**src/rtl/pts_pkg.sv**
```systemverilog
// ----------------------------------------------------------------------------
// pts_pkg: shared types and constants of the priority task scheduler
// Field structs, operation and result codes, queue sizing.
// ----------------------------------------------------------------------------
package pts_pkg;

   localparam int TASK_SLOTS  = 16;
   localparam int PRIO_LEVELS = 8;
   localparam int TID_W       = $clog2(TASK_SLOTS);
   localparam int LVL_W       = $clog2(PRIO_LEVELS);
   localparam int CNT_W       = $clog2(TASK_SLOTS + 1);

   localparam logic [1:0] OP_ADD    = 2'd0;
   localparam logic [1:0] OP_READY  = 2'd1;
   localparam logic [1:0] OP_REMOVE = 2'd2;
   localparam logic [1:0] OP_NEXT   = 2'd3;

   localparam logic [2:0] KIND_DONE     = 3'd0;
   localparam logic [2:0] KIND_REAPED   = 3'd1;
   localparam logic [2:0] KIND_SWITCH   = 3'd2;
   localparam logic [2:0] KIND_DISPATCH = 3'd3;
   localparam logic [2:0] KIND_IDLE     = 3'd4;

   typedef struct packed {
      logic [1:0] opcode;
      logic [3:0] task_id;
      logic [2:0] task_prio;
      logic       current_valid;
      logic [3:0] current_id;
      logic       current_running;
   } req_type;

   typedef struct packed {
      logic [2:0] kind;
      logic [3:0] result_task;
      logic       interrupt;
      logic       preempted;
      logic       last;
   } rsp_type;

   // Decoded command handed from the front end to the engine
   typedef struct packed {
      logic [1:0]       opcode;
      logic             tok;
      logic [TID_W-1:0] tid;
      logic [LVL_W-1:0] lvl;
      logic             have_cur;
      logic [TID_W-1:0] cid;
      logic             crun;
   } cmd_type;

   localparam int CQ_DEPTH = 2;

endpackage

```
**src/rtl/pts_front.sv**
```systemverilog
// ----------------------------------------------------------------------------
// pts_front: request decode and command queue
// Classifies each request transaction and holds it in a short queue.
// ----------------------------------------------------------------------------
module pts_front import pts_pkg::*; (
   input  logic    clock,
   input  logic    reset,
   input  logic    req_valid,
   output logic    req_stall,
   input  req_type req_data,
   output logic    cmd_valid,
   input  logic    cmd_take,
   output cmd_type cmd_data
);

   cmd_type    q_ff [CQ_DEPTH];
   logic [1:0] cnt_ff, cnt_in;
   logic       rd_ff, rd_in, wr_ff, wr_in;
   cmd_type    dec;
   logic       push, pop;

   // Decode ranges and saturate the level
   always_comb begin
      dec.opcode   = req_data.opcode;
      dec.tok      = ({28'd0, req_data.task_id} < TASK_SLOTS);
      dec.tid      = req_data.task_id[TID_W-1:0];
      dec.lvl      = ({29'd0, req_data.task_prio} >= PRIO_LEVELS) ?
                     LVL_W'(PRIO_LEVELS - 1) : req_data.task_prio[LVL_W-1:0];
      dec.have_cur = req_data.current_valid &&
                     ({28'd0, req_data.current_id} < TASK_SLOTS);
      dec.cid      = req_data.current_id[TID_W-1:0];
      dec.crun     = req_data.current_running;
   end

   assign req_stall = (cnt_ff == 2'(CQ_DEPTH));
   assign push      = req_valid && !req_stall;
   assign cmd_valid = (cnt_ff != 2'd0);
   assign pop       = cmd_valid && cmd_take;
   assign cmd_data  = q_ff[rd_ff];

   always_comb begin
      cnt_in = cnt_ff + 2'(push) - 2'(pop);
      rd_in  = rd_ff ^ pop;
      wr_in  = wr_ff ^ push;
   end

   // Advance pointers
   always_ff @(posedge clock) begin
      if (reset) begin
         cnt_ff <= '0;
         rd_ff  <= 1'b0;
         wr_ff  <= 1'b0;
      end else begin
         cnt_ff <= cnt_in;
         rd_ff  <= rd_in;
         wr_ff  <= wr_in;
      end
   end

   // Store entries
   always_ff @(posedge clock) begin
      if (push) q_ff[wr_ff] <= dec;
   end

endmodule

```
**src/rtl/pts_engine.sv**
```systemverilog
// ----------------------------------------------------------------------------
// pts_engine: ready-list engine
// Carries out one command at a time and emits results.
// ----------------------------------------------------------------------------
module pts_engine import pts_pkg::*; (
   input  logic    clock,
   input  logic    reset,
   input  logic    cmd_valid,
   output logic    cmd_take,
   input  cmd_type cmd_data,
   output logic    rsp_valid,
   input  logic    rsp_stall,
   output rsp_type rsp_data
);

   typedef enum logic [4:0] {
      S_IDLE  = 5'b00001,
      S_REAP  = 5'b00010,
      S_PICK  = 5'b00100,
      S_UNLK  = 5'b01000,
      S_EMIT  = 5'b10000
   } state_type;

   state_type state_ff, state_in;
   cmd_type   cmd_ff, cmd_in;

   logic [LVL_W-1:0] lvl_ff [TASK_SLOTS];
   logic [TASK_SLOTS-1:0] act_ff, que_ff, pend_ff;
   logic [TID_W-1:0] nxt_ff [TASK_SLOTS];
   logic [TID_W-1:0] prv_ff [TASK_SLOTS];
   logic [TID_W-1:0] hd_ff [PRIO_LEVELS];
   logic [TID_W-1:0] tl_ff [PRIO_LEVELS];
   logic [PRIO_LEVELS-1:0] mask_ff;
   logic [TID_W-1:0] rf_ff [TASK_SLOTS];
   logic [TID_W-1:0] rh_ff, rt_ff;
   logic [CNT_W-1:0] rc_ff;

   logic [TID_W-1:0] utask_ff, utask_in;   // task to unlink
   logic             upre_ff, upre_in;
   logic             ureap_ff, ureap_in;
   logic             out_v_ff, out_v_in;
   rsp_type          out_ff, out_in;

   // Working copies for the combinational update
   logic [TASK_SLOTS-1:0] act_in, que_in, pend_in;
   logic [PRIO_LEVELS-1:0] mask_in;
   logic [TID_W-1:0] rh_in, rt_in;
   logic [CNT_W-1:0] rc_in;
   logic             lvl_we, rf_we;
   logic [LVL_W-1:0] lvl_wd;
   // enqueue request
   logic             enq;
   logic [TID_W-1:0] enq_t;
   // unlink request
   logic             unl;

   logic [LVL_W-1:0] best;
   logic             running;
   logic             out_free;
   logic [TID_W-1:0] r;

   assign rsp_valid = out_v_ff;
   assign rsp_data  = out_ff;
   assign out_free  = !out_v_ff || !rsp_stall;
   assign r         = rf_ff[rh_ff];

   // Priority encoder over the ready mask
   always_comb begin
      best = '0;
      for (int i = PRIO_LEVELS - 1; i >= 0; i--) begin
         if (mask_ff[i]) best = LVL_W'(i);
      end
   end

   assign running = cmd_ff.have_cur && cmd_ff.crun && act_ff[cmd_ff.cid] &&
                    !que_ff[cmd_ff.cid];

   // Control and scalar state
   always_comb begin
      state_in = state_ff;
      cmd_in   = cmd_ff;
      act_in   = act_ff;
      que_in   = que_ff;
      pend_in  = pend_ff;
      rh_in    = rh_ff;
      rt_in    = rt_ff;
      rc_in    = rc_ff;
      utask_in = utask_ff;
      upre_in  = upre_ff;
      ureap_in = ureap_ff;
      lvl_we   = 1'b0;
      lvl_wd   = cmd_ff.lvl;
      rf_we    = 1'b0;
      enq      = 1'b0;
      enq_t    = cmd_ff.tid;
      unl      = 1'b0;
      cmd_take = 1'b0;
      out_v_in = out_v_ff && rsp_stall;
      out_in   = out_ff;
      unique case (state_ff)
         S_IDLE: begin
            if (cmd_valid) begin
               cmd_take = 1'b1;
               cmd_in   = cmd_data;
               state_in = (cmd_data.opcode == OP_NEXT) ? S_REAP : S_EMIT;
            end
         end
         S_EMIT: begin
            // Add, ready or remove: one done result
            if (out_free) begin
               out_v_in       = 1'b1;
               out_in         = '0;
               out_in.kind    = KIND_DONE;
               out_in.last    = 1'b1;
               state_in       = S_IDLE;
               unique case (cmd_ff.opcode)
                  OP_ADD: begin
                     if (cmd_ff.tok && !act_ff[cmd_ff.tid] && !pend_ff[cmd_ff.tid]) begin
                        lvl_we = 1'b1;
                        act_in[cmd_ff.tid] = 1'b1;
                        enq = 1'b1;
                        out_in.interrupt = !cmd_ff.have_cur ||
                           (cmd_ff.lvl < ((cmd_ff.cid == cmd_ff.tid) ?
                                          cmd_ff.lvl : lvl_ff[cmd_ff.cid]));
                     end
                  end
                  OP_READY: begin
                     if (cmd_ff.tok && act_ff[cmd_ff.tid] && !que_ff[cmd_ff.tid]) begin
                        enq = 1'b1;
                        out_in.interrupt = !cmd_ff.have_cur ||
                           (lvl_ff[cmd_ff.tid] < lvl_ff[cmd_ff.cid]);
                     end
                  end
                  OP_REMOVE: begin
                     if (cmd_ff.tok && act_ff[cmd_ff.tid]) begin
                        act_in[cmd_ff.tid]  = 1'b0;
                        pend_in[cmd_ff.tid] = 1'b1;
                        rf_we = 1'b1;
                        rt_in = rt_ff + 1'b1;
                        rc_in = rc_ff + 1'b1;
                        out_in.interrupt = cmd_ff.have_cur &&
                           (cmd_ff.cid == cmd_ff.tid) && cmd_ff.crun;
                     end
                  end
                  default: ;
               endcase
            end
         end
         S_REAP: begin
            // Walk the removal queue, one entry per result
            if (out_free) begin
               if (rc_ff != '0) begin
                  if (cmd_ff.have_cur && r == cmd_ff.cid) begin
                     out_v_in = 1'b1;
                     out_in   = '0;
                     out_in.kind = KIND_SWITCH;
                     out_in.last = 1'b1;
                     state_in = S_IDLE;
                  end else if (que_ff[r]) begin
                     utask_in = r;
                     ureap_in = 1'b1;
                     upre_in  = 1'b0;
                     state_in = S_UNLK;
                  end else begin
                     pend_in[r] = 1'b0;
                     rh_in = rh_ff + 1'b1;
                     rc_in = rc_ff - 1'b1;
                     out_v_in = 1'b1;
                     out_in   = '0;
                     out_in.kind = KIND_REAPED;
                     out_in.result_task = r;
                  end
               end else begin
                  state_in = S_PICK;
               end
            end
         end
         S_PICK: begin
            if (out_free) begin
               out_in = '0;
               out_in.kind = KIND_DISPATCH;
               out_in.last = 1'b1;
               if (mask_ff == '0) begin
                  out_v_in = 1'b1;
                  state_in = S_IDLE;
                  if (running) out_in.result_task = cmd_ff.cid;
                  else out_in.kind = KIND_IDLE;
               end else if (running && lvl_ff[cmd_ff.cid] <= best) begin
                  out_v_in = 1'b1;
                  state_in = S_IDLE;
                  out_in.result_task = cmd_ff.cid;
               end else begin
                  // Push back the running task first, then unlink the head
                  utask_in = hd_ff[best];
                  ureap_in = 1'b0;
                  upre_in  = running;
                  if (running) begin
                     enq   = 1'b1;
                     enq_t = cmd_ff.cid;
                  end
                  state_in = S_UNLK;
               end
            end
         end
         S_UNLK: begin
            if (out_free) begin
               unl = 1'b1;
               out_v_in = 1'b1;
               out_in   = '0;
               out_in.result_task = utask_ff;
               if (ureap_ff) begin
                  pend_in[utask_ff] = 1'b0;
                  rh_in = rh_ff + 1'b1;
                  rc_in = rc_ff - 1'b1;
                  out_in.kind = KIND_REAPED;
                  state_in = S_REAP;
               end else begin
                  out_in.kind = KIND_DISPATCH;
                  out_in.preempted = upre_ff;
                  out_in.last = 1'b1;
                  state_in = S_IDLE;
               end
            end
         end
         default: state_in = S_IDLE;
      endcase
      if (enq) que_in[enq_t] = 1'b1;
      if (unl) que_in[utask_ff] = 1'b0;
   end

   // Ready-list link updates
   logic [LVL_W-1:0] elv, ulv;
   logic             u_hd, u_tl;
   logic [TID_W-1:0] up, un;
   assign elv  = lvl_we ? lvl_wd : lvl_ff[enq_t];
   assign ulv  = lvl_ff[utask_ff];
   assign u_hd = (hd_ff[ulv] == utask_ff);
   assign u_tl = (tl_ff[ulv] == utask_ff);
   assign up   = prv_ff[utask_ff];
   assign un   = nxt_ff[utask_ff];

   always_comb begin
      mask_in = mask_ff;
      if (enq) mask_in[elv] = 1'b1;
      if (unl && u_hd && u_tl) mask_in[ulv] = 1'b0;
   end

   // Hold array contents
   always_ff @(posedge clock) begin
      if (rf_we) rf_ff[rt_ff] <= cmd_ff.tid;
      if (enq) begin
         if (mask_ff[elv]) begin
            nxt_ff[tl_ff[elv]] <= enq_t;
            prv_ff[enq_t] <= tl_ff[elv];
         end else begin
            hd_ff[elv] <= enq_t;
            prv_ff[enq_t] <= enq_t;
         end
         nxt_ff[enq_t] <= enq_t;
         tl_ff[elv] <= enq_t;
      end
      if (unl) begin
         if (u_hd && u_tl) begin
         end else if (u_hd) begin
            hd_ff[ulv] <= un;
         end else if (u_tl) begin
            tl_ff[ulv] <= up;
            nxt_ff[up] <= up;
         end else begin
            nxt_ff[up] <= un;
            prv_ff[un] <= up;
         end
      end
      cmd_ff   <= cmd_in;
      utask_ff <= utask_in;
      upre_ff  <= upre_in;
      ureap_ff <= ureap_in;
      out_ff   <= out_in;
   end

   // Control state with reset
   always_ff @(posedge clock) begin
      if (reset) begin
         state_ff <= S_IDLE;
         act_ff   <= '0;
         que_ff   <= '0;
         pend_ff  <= '0;
         mask_ff  <= '0;
         rh_ff    <= '0;
         rt_ff    <= '0;
         rc_ff    <= '0;
         out_v_ff <= 1'b0;
         for (int i = 0; i < TASK_SLOTS; i++) lvl_ff[i] <= '0;
      end else begin
         state_ff <= state_in;
         act_ff   <= act_in;
         que_ff   <= que_in;
         pend_ff  <= pend_in;
         mask_ff  <= mask_in;
         rh_ff    <= rh_in;
         rt_ff    <= rt_in;
         rc_ff    <= rc_in;
         out_v_ff <= out_v_in;
         if (lvl_we) lvl_ff[cmd_ff.tid] <= lvl_wd;
      end
   end

endmodule

```
**src/rtl/priority_task_scheduler.sv**
```systemverilog
// ----------------------------------------------------------------------------
// priority_task_scheduler: preemptive bitmap scheduler, FIFO per level
// Front decode queue feeding a sequential ready-list engine.
// ----------------------------------------------------------------------------
// The engine takes each command in its idle state. Add, ready and remove
// then give one done transaction from the emit state. Get-next walks the
// removal queue: a reaped task that is not queued gives its result in the
// reap state, one still in a ready list is unlinked first in the unlink
// state. It ends with a switch-stack transaction, an idle or kept-task
// dispatch from the pick state, or a dispatch that unlinks a ready-list
// head in the unlink state, over the engine's single link-array update path.
// A two-entry command queue lets requests be taken while the engine is busy.
module priority_task_scheduler import pts_pkg::*; (
   input  logic    clock,
   input  logic    reset,
   input  logic    req_valid,
   output logic    req_stall,
   input  req_type req_data,
   output logic    rsp_valid,
   input  logic    rsp_stall,
   output rsp_type rsp_data
);

   logic    cmd_valid, cmd_take;
   cmd_type cmd_data;

   pts_front u_front (
      .clock, .reset, .req_valid, .req_stall, .req_data,
      .cmd_valid, .cmd_take, .cmd_data
   );

   pts_engine u_engine (
      .clock, .reset, .cmd_valid, .cmd_take, .cmd_data,
      .rsp_valid, .rsp_stall, .rsp_data
   );

endmodule

```
**config.mk**
```make
export PLATFORM = sky130hd
export DESIGN_NAME = priority_task_scheduler
export DESIGN_NICKNAME = d
export VERILOG_FILES = /design/src/rtl/pts_pkg.sv /design/src/rtl/pts_front.sv /design/src/rtl/pts_engine.sv /design/src/rtl/priority_task_scheduler.sv
export SDC_FILE = /design/constraint.sdc
export NUM_CORES = 1
export LEC_CHECK = 0
export BUFFER_PORTS_ARGS = -buffer_cell sky130_fd_sc_hd__buf_2
export CAP_MARGIN = 20
export CORE_MARGIN = 2
export CORE_UTILIZATION = 44
export DETAILED_ROUTE_END_ITERATION = 8
export PLACE_DENSITY = 0.58
export SLEW_MARGIN = 10
export SYNTH_ARGS = -nofsm -noshare
export SYNTH_HDL_FRONTEND = slang
export SYNTH_SLANG_ARGS = --single-unit
```
**constraint.sdc**
```tcl
create_clock -name clock -period 7.24 [get_ports clock]
set_input_delay 0.362 -clock clock [delete_from_list [all_inputs] [get_ports clock]]
set_output_delay 0.362 -clock clock [all_outputs]
set_load 0.02 [all_outputs]
```
==> reports/summary.log, run 1 <==
qor: final_layout.nets 1912
qor: power.power.share.clock 28.8%
qor: final_layout.most_common_library_cell_in_the_layout_ignoring_fill_and_taps edfxtp_1
qor: power.comb_power_share 29.9%
qor: floorplanning.num_io_pins 31
qor: synthesis.synth_area_per_cell 12.72 um2
qor: flow_run.drv.max_cap_violation_count 0
qor: power.power.ir.vdd_worst 0.2403 mV
qor: synthesis.postSynthNetCount 1904
qor: final_layout.syn2layout_area_growth 10.03%
qor: route.detail_route.vias_per_cell 6.170
qor: final_layout.layout_common_cells 365 x edfxtp_1, 262 x nor2_1, 139 x nand2_1
qor: route.post_drt_wl_per_cell 26.10 um
qor: sta.setup_viol_count_final 0
qor: power.pwr-share-seq 41.3%
qor: route.drt_iter0_drc 1868
qor: critical_path.critical_path_arrival 6.96 ns
qor: global_route.grt.total_usage 24.41%
qor: global_route.vias_in_the_first_global_route 15800
qor: critical_path.timing_worst_setup_path_type flop to flop
qor: final_layout.layout-drive-gt1-share 19.82%
qor: sta.timing.clock.skew 0.04879 ns
qor: synthesis.netlist_instances 1865
qor: place.place_ws 0.4031 ns
qor: synthesis.ys_seq_elements 460
qor: clocking.tritoncts yes
qor: status.result_of_the_run completed
qor: critical_path.cp_data_required_time 7.43 ns
qor: synthesis.synthArstFlopShare 0%
qor: place.buffers_added_on_ports 30
qor: synthesis.ys.warnings.count 0
qor: power.power_switching_share 33.99%
qor: final_layout.num_antenna_cells 0
qor: final_layout.finish.utilization 48.69%
qor: place.hpwlAfterDp 49180 um
qor: global_route.grt_antenna_before_repair 1
qor: clocking.clk_root_buffer_cell clkbuf_16
qor: sta.post-route-period-util 93.48%
qor: critical_path.cp_cell_sequence mux4_2 -> mux4_2 -> ha_1 -> nand3_1 -> o21ai_0 -> nor3_4 -> nand2_4 -> o32ai_4 -> buf_4 -> mux2i_1 -> o2111ai_1 -> a22oi_1 -> a41oi_4 -> nor2_2 -> a22oi_1 -> and2_1 -> o32a_1 -> o31ai_1
qor: clocking.clock_tree.htree_level_count 2
qor: sta.min_period 6.768 ns
qor: route.drcViolationCount 0
qor: critical_path.timing.critical_path.fanout_max 20
qor: sta.hold_viol_final 0
qor: floorplanning.placement_rows 85
qor: clocking.worst_setup_hold_path_clk_slew 0.06 ns
qor: critical_path.timing.critical_path.max_delay_family compound AO/OA/AOI/OAI gates
qor: route.detail-route-antenna-nets 0
qor: floorplanning.core-area 53600 um2
qor: critical_path.crit_path_top_delay_cell dfxtp_1
qor: floorplanning.floorplan.die.width 236.2 um
qor: sta.setup_slack 0.4723 ns
qor: synthesis.synth_enable_flop_cells 365
qor: sta.max_freq 147.8 MHz
qor: critical_path.cpPeakStageDelay 0.73 ns
qor: power.power-per-cell-area 330.5 nW/um2
qor: floorplanning.die_height 236.2 um
qor: power.p_leak 0.008624 uW
qor: critical_path.launching_element_type_of_the_critical_path flop
qor: clocking.cts_inserted_buffers 49
qor: critical_path.critPathBufInv 1
qor: route.detailroute.via_count 16090
qor: floorplanning.floorplan.initialDensity 44.25%
qor: sta.max_slew.worst_pin.slew 1.104 ns
qor: clocking.clk-insertion-delay-late 0.60 ns
qor: critical_path.setup.worst_path.end_class flop
qor: synthesis.synth.yosys.seq_area_share 54.23%
qor: power.switching_power 2931 uW
qor: worst_hold_path.hp-class primary input to flop
qor: synthesis.synthDistinctLibCells 104
qor: global_route.largest_net_degree_at_the_start_of_global_routing 60
qor: clocking.clk_path_buf_depth 3
qor: sta.maxSlewHeadroom 24.93%
qor: route.finalWirelength 68060 um
qor: final_layout.fillers 4773
qor: global_route.grt_first_pass_wirelength 102300 um
qor: synthesis.syn_area 23720 um2
qor: route.dr.pass1.iters 6
qor: synthesis.synth_top_flop_cell edfxtp_1
qor: global_route.gr-total-overflow 0
qor: place.routabilityCongestion 1.016
qor: clocking.clkSinkCount 460
qor: power.power_report.internal_total 5694 uW
qor: floorplanning.dieArea 55780 um2
qor: sta.drv_slew 0
-- flip-flops by register name (all words and copies together), names as in the netlist, 3 cells and up, named ones only --
| signal | count |
|---|---|
| u_engine.cmd_ff | 12 |
| u_engine.hd_ff | 32 |
| u_engine.lvl_ff | 48 |
| u_engine.lvl_wd | 3 |
| u_engine.mask_ff | 8 |
| u_engine.nxt_ff | 64 |
| u_engine.pend_ff | 16 |
| u_engine.prv_ff | 64 |
| u_engine.que_ff | 16 |
| u_engine.rc_ff | 5 |
| u_engine.rf_ff | 64 |
| u_engine.rh_ff | 4 |
| u_engine.rsp_data | 10 |
| u_engine.rt_ff | 4 |
| u_engine.state_ff | 5 |
| u_engine.tl_ff | 32 |
| u_engine.utask_ff | 4 |
| u_front.q_ff | 30 |
-- cells by family after synthesis --
kind of cell,Yosys count,share of synthesized area (%)
DFF,460,54.23
buffers and inverters,170,3.761
muxes,269,18.80
AOI/OAI and AO/OA,344,9.801
and+or+nand+nor,573,11.25
xor gates and xnor gates,29,1.071
adders and majority gates,20,1.087
-- layout make-up --
cell class                 instances  area, um2  share of cell area (%)
clock buffer                      53       1262                   4.837
clock inverter                    37      320.3                   1.227
inverter                          44      177.7                  0.6807
sequential                       460      12860                   49.29
timing repair buffer              83      588.1                   2.253
multi-input combinational       1235      10020                   38.38
tap                              696      870.8                   3.337
-- power groups by stage --
stage          clock (uW)  sequential [uW]  combinational [uW]
3_3_place_gp            0             3610                2490
2_1_floorplan           0             3450                1920
4_1_cts              2520             3560                2530
3_5_place_dp            0             3620                2510
6_report             2480             3560                2580
5_1_grt              2620             3580                2770
-- cells in the mapped netlist (all sizes together) (18+ instances only) --
master | number | area share, %
a21oi | 139 | 2.9
o31ai | 18 | 0.57
nand2 | 141 | 2.3
clkbuf | 72 | 1.4
nand3 | 28 | 0.63
nand2b | 18 | 0.47
a22oi | 21 | 0.76
mux2 | 45 | 2.2
o21ai | 42 | 1.0
inv | 42 | 0.66
mux4 | 135 | 13
nor3 | 33 | 0.79
a21o | 19 | 0.61
a211oi | 20 | 0.69
nor2 | 267 | 4.3
ha | 19 | 1.0
buf | 54 | 1.7
edfxtp | 365 | 46
dfxtp | 95 | 8.0
mux2i | 89 | 3.8
-- worst paths after layout --
check	startpoint	endpoint	slack (ns)	depth (start not counted)
worst min-delay path	reset	u_engine.pend_ff[3]$_SDFFE_PP0P_	0.23	2
worst min register to register	u_engine.pend_ff[14]$_SDFFE_PP0P_	u_engine.pend_ff[14]$_SDFFE_PP0P_	0.48	2
worst max-delay path	flop	u_engine.nxt_ff[12][1]$_DFFE_PP_	0.47	18
worst max register to register	flop	u_engine.nxt_ff[12][1]$_DFFE_PP_	0.47	18
-- per-stage QoR --
step / total power, uW / area [um2] / TNS [ns] / std cells / hold WS [ns]
6_report: 8625 / 26100 / 0 / 2608 / 0.2268
5_1_grt: 8976 / 26100 / -0.0002487 / 2608 / 0.2172
4_1_cts: 8613 / 26050 / 0 / 2603 / 0.1948
3_5_place_dp: 6127 / 24310 / 0 / 2498 / 0.4670
3_3_place_gp: 6102 / 24310 / 0 / 2498 / 0.4599
2_1_floorplan: 5369 / 23720 / 0 / 1865 / 0.4419
-- repair_timing --
action                                 in CTS  in global routing
setup buffers                               0                  0
resized for setup                           0                  3
endpoints found under the hold margin      30                  0
hold buffers                               15                  0
setup endpoints to repair                   0                  8
-- layer usage --
layer | wire, um | GRT usage (%) | part of all wire, %
met1 | 28130 | 33.10 | 41
met2 | 32550 | 40.07 | 48
met3 | 4866 | 3.850 | 7.1
met4 | 2502 | 8.554 | 3.7
met5 | 14 | 0 | 0.021
(Power assumes the default switching activity.)
==> inputs of run 2 (changes only) <==
--- a/config.mk
+++ b/config.mk
@@ -10,7 +10,7 @@
 export CORE_MARGIN = 2
 export CORE_UTILIZATION = 44
 export DETAILED_ROUTE_END_ITERATION = 8
-export PLACE_DENSITY = 0.58
+export PLACE_DENSITY = 0.6
 export SLEW_MARGIN = 10
 export SYNTH_ARGS = -nofsm -noshare
 export SYNTH_HDL_FRONTEND = slang
==> constraint.sdc (replaced) <==
create_clock -name clock -period 5.5 [get_ports clock]
set_input_delay 0.275 -clock clock [delete_from_list [all_inputs] [get_ports clock]]
set_output_delay 0.275 -clock clock [all_outputs]
set_load 0.02 [all_outputs]
==> run 2 against run 1 <==
  * The flow now finishes with violations (negative setup slack)
  * Flip-flop and latch count is the same
  * First-iteration DRC count shrank 10%
  * Hold slack lost 0.041 ns
  * Power grew 53%
  * Clock-buffer cell count grew 12
  * Register-to-register slack lost 0.73 ns
  * Fmax grew 18%
  * Critical path type unchanged
==> reports/summary.log, run 2 (synthesized netlist as in run 1, its figures left out) <==
qor: status.result_of_the_run finished, violations left
qor: status.violations negative setup slack
qor: sta.min_period 5.757 ns [-1.011 ns]
qor: clocking.tritoncts yes
qor: flow_run.drv.max_cap_violation_count 0 [unchanged]
qor: global_route.grt_antenna_before_repair 0 [-1]
qor: sta.max_slew.worst_pin.slew 1.044 ns [-0.05975 ns]
qor: sta.post-route-period-util 104.7% [+11 points]
qor: clocking.clk-insertion-delay-late 0.62 ns [+0.02 ns]
qor: clocking.worst_setup_hold_path_clk_slew 0.06 ns [about the same]
qor: clocking.clk_root_buffer_cell clkbuf_16
qor: power.power-per-cell-area 464.5 nW/um2 [+41%]
qor: place.buffers_added_on_ports 30 [unchanged]
qor: final_layout.syn2layout_area_growth 19.48%
qor: sta.maxSlewHeadroom 30.37% [+5.4 points]
qor: critical_path.timing.critical_path.max_delay_family multiplexers
qor: global_route.grt.total_usage 24.44% [+0.034 points]
qor: clocking.cts_inserted_buffers 48 [-2.0%]
qor: place.hpwlAfterDp 49410 um [+0.48%]
qor: clocking.clock_tree.htree_level_count 2 [unchanged]
qor: route.drcViolationCount 0 [unchanged]
qor: final_layout.layout_common_cells 365 x edfxtp_1, 262 x nor2_1, 158 x buf_4
qor: floorplanning.die_height 236.2 um [unchanged]
qor: global_route.grt_first_pass_wirelength 103400 um [+1.1%]
qor: floorplanning.floorplan.die.width 236.2 um [unchanged]
qor: final_layout.layout-drive-gt1-share 29.25% [+9.4 points]
qor: final_layout.biggestRegsByFlops u_engine.nxt_ff x64, u_engine.prv_ff x64, u_engine.rf_ff x64
qor: final_layout.fillers 4554 [-4.6%]
qor: clocking.clkSinkCount 460 [unchanged]
qor: worst_hold_path.hp-class primary input to flop
qor: floorplanning.core-area 53600 um2 [unchanged]
qor: critical_path.setup.worst_path.end_class flop
qor: power.p_total 13160 uW [+53%]
qor: final_layout.num_antenna_cells 0 [unchanged]
qor: final_layout.nets 2076 [+8.6%]
qor: global_route.vias_in_the_first_global_route 16780 [+6.2%]
qor: power.p_leak 0.009725 uW [+13%]
qor: final_layout.most_common_library_cell_in_the_layout_ignoring_fill_and_taps edfxtp_1
qor: power.power.ir.vdd_worst 0.3598 mV [+50%]
qor: sta.setup_slack -0.2566 ns [-0.7290 ns]
qor: sta.max_freq 173.7 MHz [+18%]
qor: global_route.gr-total-overflow 0 [unchanged]
qor: critical_path.critical_path_arrival 6.06 ns [-0.90 ns]
qor: clocking.clk_path_buf_depth 3 [unchanged]
qor: sta.setup_repair_after_global_routing_missed_its_margin true
qor: floorplanning.placement_rows 85 [unchanged]
qor: global_route.largest_net_degree_at_the_start_of_global_routing 97 [+62%]
qor: route.finalWirelength 68300 um [+0.36%]
qor: critical_path.crit_path_top_delay_cell mux4_2
qor: sta.timing.setup.tns -23.41 ns [-23.41 ns]
qor: sta.setup_viol_count_final 160 [+160]
qor: critical_path.launching_element_type_of_the_critical_path flop
qor: route.post_drt_wl_per_cell 24.65 um [-5.5%]
qor: place.routabilityCongestion 1.017 [+0.18%]
qor: route.drt_iter0_drc 1672 [-10%]
qor: sta.timing.clock.skew 0.03384 ns [-0.01495 ns]
qor: floorplanning.floorplan.initialDensity 44.25% [unchanged]
qor: critical_path.cp_data_required_time 5.81 ns [-1.62 ns]
qor: critical_path.timing.critical_path.fanout_max 8 [-60%]
qor: sta.drv_slew 0 [unchanged]
qor: sta.hold_viol_final 0 [unchanged]
qor: route.detail-route-antenna-nets 0 [unchanged]
qor: floorplanning.dieArea 55780 um2 [unchanged]
qor: floorplanning.num_io_pins 31 [unchanged]
qor: route.dr.pass1.iters 6 [unchanged]
qor: critical_path.cpPeakStageDelay 0.53 ns [-0.20 ns]
qor: critical_path.timing_worst_setup_path_type flop to flop
qor: critical_path.critPathBufInv 9 [+8]
qor: route.detail_route.vias_per_cell 6.043 [-2.1%]
qor: route.detailroute.via_count 16750 [+4.1%]
## run 2: cell count changes in the layout (fill, tap and decap cells not counted), sizes merged
cell and delta:
inv +2, clkinvlp -1, clkbuf +12, bufinv -3, buf +165, clkinv -12
## run 2: worst paths after layout
path | to | start | slack, ns | cells past startpoint
min reg2reg | u_engine.pend_ff[2]$_SDFFE_PP0P_ | u_engine.pend_ff[2]$_SDFFE_PP0P_ | 0.48 | 2
min | u_front.wr_ff$_SDFF_PP0_ | req_valid | 0.19 | 4
max | u_engine.nxt_ff[12][2]$_DFFE_PP_ | flop | -0.26 | 25
max reg2reg | u_engine.nxt_ff[12][2]$_DFFE_PP_ | flop | -0.26 | 25
## run 2: timing repair
item | in CTS | in global routing
setup buffers | 29 | 7
resized for setup | 83 | 35
cloned | 4 | 0
hold endpoints to repair | 30 | 0
pin swaps | 55 | 28
hold buffers | 15 | 0
setup endpoints to repair | 160 | 180
## run 2: final cells by class
type	count	area, um2	area share, %
Sequential cell	460	12870	45.40
Tap cell	696	870.8	3.073
Clock inverter	23	224.0	0.7903
Multi-Input combinational cell	1235	10620	37.47
Clock buffer	65	1383	4.878
Timing Repair Buffer	248	2201	7.766
Inverter	44	177.7	0.6269
## run 2: metrics by stage
step	setup WS, ns	instance area (um2)	hold slack, ns	utilization (%)	std cells
after floorplan	-0.04709	23880	0.3739	-	1865
after global placement	-0.3384	25580	0.4586	47.72	2629
after detailed placement	-0.4848	25580	0.4661	47.72	2629
after CTS	-0.2314	28080	0.1632	52.39	2763
after global routing	-0.3871	28340	0.2539	52.87	2771
final	-0.2566	28340	0.1853	52.87	2771
## run 2: power breakdown
| group | switching, uW | internal, uW | total (uW) |
|---|---|---|---|
| Sequential | 296 | 4340 | 4640 |
| Clock | 1400 | 1880 | 3280 |
| Combinational | 2780 | 2470 | 5250 |
| Total | 4470 | 8690 | 13200 |
## run 2: routing by layer
layer | GRT usage [%] | part of all wire (%)
met1 | 33.27 | 42
met2 | 40.08 | 48
met3 | 3.956 | 7.3
met4 | 8.228 | 3.3
met5 | 0 | 0
## run 2: worst reg2reg max path, cell delays in order (launching register included)
cell and delay (ns):
dfxtp_2 0.34, buf_12 0.13, buf_8 0.13, mux4_2 0.49, mux4_2 0.53, ha_4 0.33, o21ai_4 0.07, nor3_4 0.19
nand2_4 0.10, o32ai_4 0.30, buf_12 0.19, buf_8 0.14, buf_6 0.10, mux2_4 0.30, o221ai_4 0.07, a22oi_2 0.10
a31oi_4 0.22, buf_6 0.17, buf_12 0.13, mux2i_1 0.22, a22o_1 0.18, a221oi_2 0.06, buf_4 0.16, mux2_4 0.37
o31ai_4 0.29, buf_6 0.15
